<file path="src/rtl/core/mpe_sec_pkg.sv">
`timescale 1ns / 1ps
// ----------------------------------------------------------------------------
// mpe_sec_pkg
// Types and constants shared by the MPE section datagram extractor.
// ----------------------------------------------------------------------------
package mpe_sec_pkg;

  typedef struct packed {
    logic [7:0] data_byte;
    logic       payload_start;
    logic       unit_start;
    logic [7:0] payload_bytes;
  } in_item_t;

  typedef struct packed {
    logic [1:0]  kind;
    logic [7:0]  ip_byte;
    logic [11:0] ip_length;
  } out_item_t;

  typedef struct packed {
    logic [1:0] cnt;
    out_item_t  item0;
    out_item_t  item1;
  } push_t;

  typedef enum logic [2:0] {
    PH_IDLE,
    PH_POINTER,
    PH_START,
    PH_BODY_U,
    PH_BODY_C,
    PH_SKIP
  } phase_t;

  localparam logic [1:0] KIND_BYTE = 2'd0;
  localparam logic [1:0] KIND_KEEP = 2'd1;
  localparam logic [1:0] KIND_DROP = 2'd2;

  localparam logic       CFG_TABLE_ID = 1'b0;
  localparam logic       CFG_PROTOCOL = 1'b1;

  localparam logic [7:0] TABLE_ID_RST = 8'h3E;
  localparam logic [7:0] PROTOCOL_RST = 8'd17;
  localparam logic [7:0] STUFF_BYTE   = 8'hFF;
  localparam logic [3:0] IPV4_VERSION = 4'd4;
  localparam int         HDR_LEN      = 12;
  localparam int         CRC_LEN      = 4;
  localparam int         PROTO_POS    = HDR_LEN + 9;
  localparam int         MIN_SECT_LEN = 28 + HDR_LEN + CRC_LEN - 3;
  localparam logic [11:0] LEN_ADJ     = 12'(HDR_LEN + CRC_LEN - 3);

  localparam int         QUEUE_DEPTH  = 4;

endpackage

</file>
<file path="src/rtl/core/mpe_section_ip_extractor_unit.sv">
`timescale 1ns / 1ps
// ----------------------------------------------------------------------------
// mpe_section_ip_extractor_unit
// Reassembles MPE sections from transport-stream payload bytes and streams
// out the datagram bytes of matching sections, each closed by a keep or
// drop marker.
//
//   Channel  Direction  Request
//   in_      input      one payload byte with packet start flags
//   out_     output     datagram byte, keep marker or drop marker
//   cfg_     input      write of table id or IP protocol register
//
// One byte is accepted per cycle while in_stall is low; its results enter
// the result queue on the same edge and leave on out_ one per cycle while
// out_stall is low. The parser state update for one byte is combinational
// and registered. in_stall rises when the four-entry result queue has fewer
// than two free entries, so a stalled output backs up into the input after
// a few bytes. Reset is synchronous; there is no clearing pass.
// ----------------------------------------------------------------------------
module mpe_section_ip_extractor_unit #(
  parameter int TS_PAYLOAD_MAX = 184
) (
  input  logic                   clk,
  input  logic                   rst_n,
  input  logic                   in_valid,
  output logic                   in_stall,
  input  mpe_sec_pkg::in_item_t  in_data,
  output logic                   out_valid,
  input  logic                   out_stall,
  output mpe_sec_pkg::out_item_t out_data,
  input  logic                   cfg_wr_en,
  input  logic                   cfg_index,
  input  logic [7:0]             cfg_data
);
  import mpe_sec_pkg::*;

  push_t push;
  logic  full;
  logic  acc;

  assign in_stall = full;
  assign acc      = in_valid && !full;

  mpe_sec_front #(
    .TS_PAYLOAD_MAX(TS_PAYLOAD_MAX)
  ) u_front (
    .clk       (clk),
    .rst_n     (rst_n),
    .acc       (acc),
    .item      (in_data),
    .cfg_wr_en (cfg_wr_en),
    .cfg_index (cfg_index),
    .cfg_data  (cfg_data),
    .push      (push)
  );

  mpe_sec_queue u_queue (
    .clk       (clk),
    .rst_n     (rst_n),
    .push      (push),
    .full      (full),
    .out_valid (out_valid),
    .out_stall (out_stall),
    .out_data  (out_data)
  );

endmodule

</file>
<file path="src/rtl/core/mpe_sec_front.sv">
`timescale 1ns / 1ps
// ----------------------------------------------------------------------------
// mpe_sec_front
// Section parser: pointer handling, section reassembly and datagram
// classification. Produces up to two results for each accepted byte.
// ----------------------------------------------------------------------------
module mpe_sec_front #(
  parameter int TS_PAYLOAD_MAX = 184
) (
  input  logic                  clk,
  input  logic                  rst_n,
  input  logic                  acc,
  input  mpe_sec_pkg::in_item_t item,
  input  logic                  cfg_wr_en,
  input  logic                  cfg_index,
  input  logic [7:0]            cfg_data,
  output mpe_sec_pkg::push_t    push
);
  import mpe_sec_pkg::*;

  localparam logic [7:0] PMAX = 8'(TS_PAYLOAD_MAX);

  phase_t      phase_r, phase_nxt;
  logic [7:0]  table_id_r, protocol_r;
  logic [7:0]  pointer_left_r, pointer_left_nxt;
  logic [7:0]  payload_left_r, payload_left_nxt;
  logic [12:0] section_pos_r, section_pos_nxt;
  logic [11:0] section_len_r, section_len_nxt;
  logic [3:0]  length_high_r, length_high_nxt;
  logic        in_section_r, in_section_nxt;
  logic        emitting_r, emitting_nxt;
  logic        version_ok_r, version_ok_nxt;
  logic        protocol_ok_r, protocol_ok_nxt;

  logic [7:0]  b;
  logic [7:0]  plen;
  logic        ptr_valid;

  logic        pre_abort, do_start, do_feed, post_abort;
  out_item_t   res [2];
  logic [1:0]  cnt;
  logic [13:0] pos14, end14;

  assign b = item.data_byte;

  always_comb begin
    plen = item.payload_bytes;
    if (plen == 8'd0) begin
      plen = 8'd1;
    end
    if (plen > PMAX) begin
      plen = PMAX;
    end
    ptr_valid = (b != 8'd0) && (b <= plen - 8'd1);
  end

  always_comb begin
    pointer_left_nxt = pointer_left_r;
    payload_left_nxt = payload_left_r;
    section_pos_nxt  = section_pos_r;
    section_len_nxt  = section_len_r;
    length_high_nxt  = length_high_r;
    in_section_nxt   = in_section_r;
    emitting_nxt     = emitting_r;
    version_ok_nxt   = version_ok_r;
    protocol_ok_nxt  = protocol_ok_r;
    pre_abort  = 1'b0;
    do_start   = 1'b0;
    do_feed    = 1'b0;
    post_abort = 1'b0;
    cnt        = 2'd0;
    res[0]     = '0;
    res[1]     = '0;
    pos14      = '0;
    end14      = '0;

    if (acc) begin
      if (item.payload_start) begin
        payload_left_nxt = plen - 8'd1;
        if (item.unit_start) begin
          pre_abort        = !(ptr_valid && in_section_r);
          pointer_left_nxt = ptr_valid ? b : 8'd0;
        end else begin
          do_feed = in_section_r;
        end
      end else if (payload_left_r != 8'd0) begin
        payload_left_nxt = payload_left_r - 8'd1;
        unique case (phase_r)
          PH_POINTER: begin
            if (pointer_left_r != 8'd0) begin
              pointer_left_nxt = pointer_left_r - 8'd1;
            end
            do_feed    = in_section_r;
            post_abort = (pointer_left_nxt == 8'd0);
          end
          PH_START: begin
            do_start = (b != STUFF_BYTE);
            do_feed  = (b != STUFF_BYTE);
          end
          PH_BODY_U, PH_BODY_C: begin
            do_feed = in_section_r;
          end
          default: begin
          end
        endcase
      end

      if (pre_abort) begin
        if (in_section_nxt && emitting_nxt) begin
          res[cnt[0]] = '{kind: KIND_DROP, ip_byte: 8'd0,
                          ip_length: section_len_nxt - LEN_ADJ};
          cnt = cnt + 2'd1;
        end
        in_section_nxt  = 1'b0;
        emitting_nxt    = 1'b0;
        section_pos_nxt = '0;
      end

      if (do_start) begin
        in_section_nxt  = 1'b1;
        emitting_nxt    = 1'b0;
        section_pos_nxt = '0;
        version_ok_nxt  = 1'b0;
        protocol_ok_nxt = 1'b0;
      end

      if (do_feed) begin
        pos14 = {1'b0, section_pos_nxt};
        if (pos14 == 14'd0) begin
          emitting_nxt = (b == table_id_r);
        end else if (pos14 == 14'd1) begin
          length_high_nxt = b[3:0];
        end else if (pos14 == 14'd2) begin
          section_len_nxt = {length_high_nxt, b};
          if (section_len_nxt < 12'(MIN_SECT_LEN)) begin
            emitting_nxt = 1'b0;
          end
        end else begin
          if (pos14 == 14'(HDR_LEN)) begin
            version_ok_nxt = (b[7:4] == IPV4_VERSION);
          end
          if (pos14 == 14'(PROTO_POS)) begin
            protocol_ok_nxt = (b == protocol_r);
          end
        end
        end14 = {2'b00, section_len_nxt} + 14'd3;
        if (pos14 >= 14'd3 && emitting_nxt && pos14 >= 14'(HDR_LEN) &&
            pos14 + 14'(CRC_LEN) < end14) begin
          res[cnt[0]] = '{kind: KIND_BYTE, ip_byte: b, ip_length: 12'd0};
          cnt = cnt + 2'd1;
        end
        if (pos14 >= 14'd2 && pos14 + 14'd1 >= end14) begin
          if (emitting_nxt) begin
            res[cnt[0]] = '{kind: (version_ok_nxt && protocol_ok_nxt) ?
                                  KIND_KEEP : KIND_DROP,
                            ip_byte: 8'd0,
                            ip_length: section_len_nxt - LEN_ADJ};
            cnt = cnt + 2'd1;
          end
          in_section_nxt  = 1'b0;
          emitting_nxt    = 1'b0;
          section_pos_nxt = '0;
        end else begin
          section_pos_nxt = section_pos_nxt + 13'd1;
        end
      end

      if (post_abort) begin
        if (in_section_nxt && emitting_nxt) begin
          res[cnt[0]] = '{kind: KIND_DROP, ip_byte: 8'd0,
                          ip_length: section_len_nxt - LEN_ADJ};
          cnt = cnt + 2'd1;
        end
        in_section_nxt  = 1'b0;
        emitting_nxt    = 1'b0;
        section_pos_nxt = '0;
      end
    end
  end

  always_comb begin
    phase_nxt = phase_r;
    if (acc) begin
      if (item.payload_start) begin
        if (item.unit_start) begin
          phase_nxt = ptr_valid ? PH_POINTER : PH_START;
        end else if (in_section_r) begin
          phase_nxt = in_section_nxt ? PH_BODY_C : PH_SKIP;
        end else begin
          phase_nxt = PH_SKIP;
        end
      end else if (payload_left_r == 8'd0) begin
        phase_nxt = PH_IDLE;
      end else begin
        unique case (phase_r)
          PH_POINTER: phase_nxt = post_abort ? PH_START : PH_POINTER;
          PH_START: begin
            if (b == STUFF_BYTE) begin
              phase_nxt = PH_SKIP;
            end else begin
              phase_nxt = in_section_nxt ? PH_BODY_U : PH_START;
            end
          end
          PH_BODY_U:  phase_nxt = in_section_nxt ? PH_BODY_U : PH_START;
          PH_BODY_C:  phase_nxt = in_section_nxt ? PH_BODY_C : PH_SKIP;
          default:    phase_nxt = phase_r;
        endcase
      end
      if (payload_left_nxt == 8'd0) begin
        phase_nxt = PH_IDLE;
      end
    end
  end

  always_comb begin
    push.cnt   = cnt;
    push.item0 = res[0];
    push.item1 = res[1];
  end

  always_ff @(posedge clk) begin
    if (!rst_n) begin
      phase_r        <= PH_IDLE;
      table_id_r     <= TABLE_ID_RST;
      protocol_r     <= PROTOCOL_RST;
      pointer_left_r <= '0;
      payload_left_r <= '0;
      section_pos_r  <= '0;
      section_len_r  <= '0;
      length_high_r  <= '0;
      in_section_r   <= 1'b0;
      emitting_r     <= 1'b0;
      version_ok_r   <= 1'b0;
      protocol_ok_r  <= 1'b0;
    end else begin
      phase_r        <= phase_nxt;
      pointer_left_r <= pointer_left_nxt;
      payload_left_r <= payload_left_nxt;
      section_pos_r  <= section_pos_nxt;
      section_len_r  <= section_len_nxt;
      length_high_r  <= length_high_nxt;
      in_section_r   <= in_section_nxt;
      emitting_r     <= emitting_nxt;
      version_ok_r   <= version_ok_nxt;
      protocol_ok_r  <= protocol_ok_nxt;
      if (cfg_wr_en) begin
        unique case (cfg_index)
          CFG_TABLE_ID: table_id_r <= cfg_data;
          CFG_PROTOCOL: protocol_r <= cfg_data;
          default: begin
          end
        endcase
      end
    end
  end

endmodule

</file>
<file path="src/rtl/core/mpe_sec_queue.sv">
`timescale 1ns / 1ps
// ----------------------------------------------------------------------------
// mpe_sec_queue
// Result queue and output side: takes up to two results a cycle from the
// parser and presents one result a cycle on the output channel while out_stall is low.
// ----------------------------------------------------------------------------
module mpe_sec_queue (
  input  logic                   clk,
  input  logic                   rst_n,
  input  mpe_sec_pkg::push_t     push,
  output logic                   full,
  output logic                   out_valid,
  input  logic                   out_stall,
  output mpe_sec_pkg::out_item_t out_data
);
  import mpe_sec_pkg::*;

  localparam int AW = $clog2(QUEUE_DEPTH);
  localparam int CW = $clog2(QUEUE_DEPTH + 1);

  out_item_t       mem [QUEUE_DEPTH];
  logic [AW-1:0]   wp_r, rp_r;
  logic [CW-1:0]   count_r, count_nxt;
  logic            pop;

  assign pop       = out_valid && !out_stall;
  assign out_valid = (count_r != '0);
  assign out_data  = mem[rp_r];
  assign full      = (count_r > CW'(QUEUE_DEPTH - 2));

  always_comb begin
    count_nxt = count_r + CW'(push.cnt) - CW'(pop);
  end

  always_ff @(posedge clk) begin
    if (push.cnt != 2'd0) begin
      mem[wp_r] <= push.item0;
    end
    if (push.cnt == 2'd2) begin
      mem[wp_r + AW'(1)] <= push.item1;
    end
  end

  always_ff @(posedge clk) begin
    if (!rst_n) begin
      wp_r    <= '0;
      rp_r    <= '0;
      count_r <= '0;
    end else begin
      wp_r    <= wp_r + AW'(push.cnt);
      rp_r    <= rp_r + AW'(pop);
      count_r <= count_nxt;
    end
  end

endmodule

</file>
<file path="config.mk">
export PLATFORM = sky130hd
export DESIGN_NAME = mpe_section_ip_extractor_unit
export DESIGN_NICKNAME = d
export VERILOG_FILES = /design/src/rtl/core/mpe_sec_pkg.sv /design/src/rtl/core/mpe_section_ip_extractor_unit.sv /design/src/rtl/core/mpe_sec_front.sv /design/src/rtl/core/mpe_sec_queue.sv
export SDC_FILE = /design/constraint.sdc
export NUM_CORES = 1
export LEC_CHECK = 0
export ABC_AREA = 1
export BUFFER_PORTS_ARGS = -buffer_cell sky130_fd_sc_hd__clkbuf_2
export CAP_MARGIN = 30
export CORE_ASPECT_RATIO = 1.25
export CORE_MARGIN = 2
export CORE_UTILIZATION = 50
export CTS_BUF_LIST = sky130_fd_sc_hd__clkbuf_16
export CTS_CLUSTER_DIAMETER = 50
export DETAILED_ROUTE_END_ITERATION = 10
export PLACE_DENSITY = 0.72
export REMOVE_ABC_BUFFERS = 1
export SYNTH_ARGS = -nofsm -noshare
export SYNTH_HDL_FRONTEND = slang
export SYNTH_SLANG_ARGS = --single-unit
</file>
<file path="constraint.sdc">
create_clock -name clk -period 12.62 [get_ports clk]
set_clock_uncertainty 0.05 [all_clocks]
set_input_delay 1.893 -clock clk [delete_from_list [all_inputs] [get_ports clk]]
set_output_delay 1.893 -clock clk [all_outputs]
set_load 0.01 [all_outputs]
</file>
==> results_dict.tcl <==
set metrics [dict create \
    crit_fanout 24 \
    via_per_inst 5.51 \
    drc 0 \
    cp_slowest_cell "nand4_2" \
    end_kind "flip-flop" \
    drt-total-wl_microns 31600 \
    hold_buffers 0 \
    clockBufferDepth 2 \
    cts_num_sinks 163 \
    core_area_sq_um 23600 \
    htreeDepth 4 \
    synth_top_cell_by_area "edfxtp_1" \
    yosysSeqAreaShare_pct 34.8 \
    path_class "in -> reg" \
    cts_setup_buffers 0 \
    synth_seq_cells 163 \
    leakage_uw 0.00609 \
    hpwl_microns 23400 \
    place.gp.congestion 0.940 \
    finalHoldViolCount 0 \
    cts_tree "done" \
    start_kind "primary input" \
    fin_crit_sh_pct 89.3 \
    async_flop_share_pct 0 \
    cap_violations 0 \
    yosysTopAreaCellShare_pct 22.2 \
    ys_top_cells_by_count "nand2_1 (403), nor2_1 (207), inv_1 (177)" \
    clkTransAtPathRegs_ns 0.08 \
    avgSynthCellArea_sq_um 7.10 \
    wl_per_cell_microns 15.8 \
    io-pin-count 56 \
    cts_root_buffer "clkbuf_16" \
    n_fill_cell 2242 \
    peakVddDrop_mv 0.0966 \
    ys_types 58 \
    synth_cells 1676 \
    yosys-top-cells-area "edfxtp_1 (22%), nand2_1 (13%), dfxtp_1 (13%), nor2_1 (6.5%), ha_1 (5.7%)" \
    ant_nets 0 \
    yosys_most_used_dff "edfxtp_1" \
    n_antenna_cell 0 \
    hp-class "reg -> reg" \
    post_cts_resized 0 \
    syn_area_sq_um 11900 \
    syn_to_final_growth_pct 8.73 \
    synth_edf_count 88 \
    slew_viol_final 0 \
    worstSkewPairLatency_ns 0.44 \
    setup_tns_ns 0 \
    yosysMostFrequentCell "nand2_1" \
    p_per_area_nw_per_um2 127 \
    numCtsBuffers 17 \
    critical_path.top_delay_family "simple AND/OR/NAND/NOR gates" \
    fmax_mhz 88.7 \
    via_count 11000 \
    grt_util_all_layers_pct 25.8 \
    antenna_found_initial 0 \
    die_x_microns 142 \
    die_y_microns 176 \
    cpMostUsedCell "nand2_1" \
    arrival_ns 11.33 \
    start_util_pct 50.5 \
    grt_setup_unrepaired "no" \
    required_ns 12.68 \
    slew_headroom_pct 30.1 \
    cpPeakStageDelay_ns 0.54 \
    grt_first_pass_wirelength_microns 51400 \
    setup_viol 0 \
    yosysWarnings 0 \
    fp-row-count 63 \
    portBuffers 55 \
    grt_pass1_vias 10500 \
    overflow 0 \
    grt_max_degree 47 \
    drt_first_pass_iters 6 \
    final_net_count 1786 \
    tightest_slew_ns 1.05 \
    drt_iter0_drc 626 \
    status "completed" \
    hold_ws_ns 0.417 \
    drive_gt1_share_pct 10.5 \
    min_period_ns 11.27 \
    path_buf_inv 7 \
    dieArea_sq_um 25000 \
]
## layout by cell type (no fill, tap or decap), types with 5 or more instances in the layout
cell type  instances
a21oi_1           90
buf_4             14
clkbuf_16         17
clkbuf_2          55
clkinv_8           5
dfxtp_1           75
edfxtp_1          88
ha_1              54
inv_1            177
inv_2             13
nand2_1          403
nand2_2           14
nand3_1           93
nand3b_1           5
nand4_1           44
nor2_1           206
nor2_2            10
nor2_4             5
nor3_1            19
nor3_4             5
nor4_1             8
o211ai_1          23
o21ai_0          115
o21ai_1           14
o21ai_2            6
o22ai_1           29
or2_2              5
xnor2_1           21
xor2_1            36
## path summary, 6_finish.rpt
path	end	slack, ns	cells past startpoint	startpoint
worst max-delay path	u_queue.mem[0][5]	1.35	60	in_data[4]
worst min-delay path	u_front.section_pos_r[6]	0.42	2	u_front.section_pos_r[6]
worst max register to register	u_queue.mem[0][5]	4.49	47	u_front.payload_left_r[0]
worst min register to register	u_front.section_pos_r[6]	0.42	2	u_front.section_pos_r[6]
## cell type report
class | instances | area, sq um | share of cell area (%)
clock inverter | 15 | 208 | 1.61
clock buffer | 17 | 425 | 3.29
multi-input combinational | 1253 | 6670 | 51.6
tap | 292 | 365 | 2.83
sequential | 163 | 4140 | 32.0
timing repair buffer | 69 | 380 | 2.94
inverter | 195 | 737 | 5.70
## routing by layer
metal  part of all wire (%)  GRT usage [%]  vias to the layer above
li1                       -              -                     5630
met1                     42           30.5                     5002
met2                     50           47.4                      352
met3                    5.3           3.36                       62
met4                    2.6           9.79                        0
met5                      0              0                        -
## registers in the layout (all words and copies together) (netlist names)
signal	count
u_front.pointer_left_r	8
u_queue.rp_r	2
u_front.in_section_r	1
u_front.phase_r	3
u_queue.mem	88
u_front.emitting_r	1
u_front.version_ok_r	1
u_front.length_high_r	4
u_front.payload_left_r	8
u_front.protocol_r	8
u_front.table_id_r	8
u_queue.wp_r	2
u_front.protocol_ok_r	1
u_front.section_pos_r	13
u_front.section_len_r	12
u_queue.count_r	3
## worst min-delay path: stages (launching register included)
cell and delay [ns]:
dfxtp_1 0.31, nand2_1 0.06, a21oi_1 0.05
## stage by stage
step	utilization, %	worst slack (ns)	cells	area [sq um]	total power [uW]
detailed placement	52.2	1.06	1972	12300	1100
CTS	54.9	1.48	2004	12900	1650
global route	54.9	0.283	2004	12900	1740
global placement	52.2	1.44	1972	12300	1090
finish	54.9	1.35	2004	12900	1650
floorplan	-	1.80	1611	11500	951
## cell families (layout without fill, tap and decap cells)
| family | count (synthesis) | in the layout | synth area share (%) |
|---|---|---|---|
| AO/OA/AOI/OAI | 307 | 307 | 14.6 |
| flip-flops | 163 | 163 | 34.8 |
| adder cells (fa/ha/maj) | 55 | 55 | 5.85 |
| XOR/XNOR | 57 | 57 | 4.20 |
| buffers and inverters | 260 | 296 | 9.21 |
| AND/OR/NAND/NOR | 834 | 834 | 31.4 |
## report_power, final
group	internal [uW]	switching (uW)
sequential	577	22.6
clock	290	262
combinational	162	331
total	1030	616
Note: power is estimated with default switching activity, not from simulation.
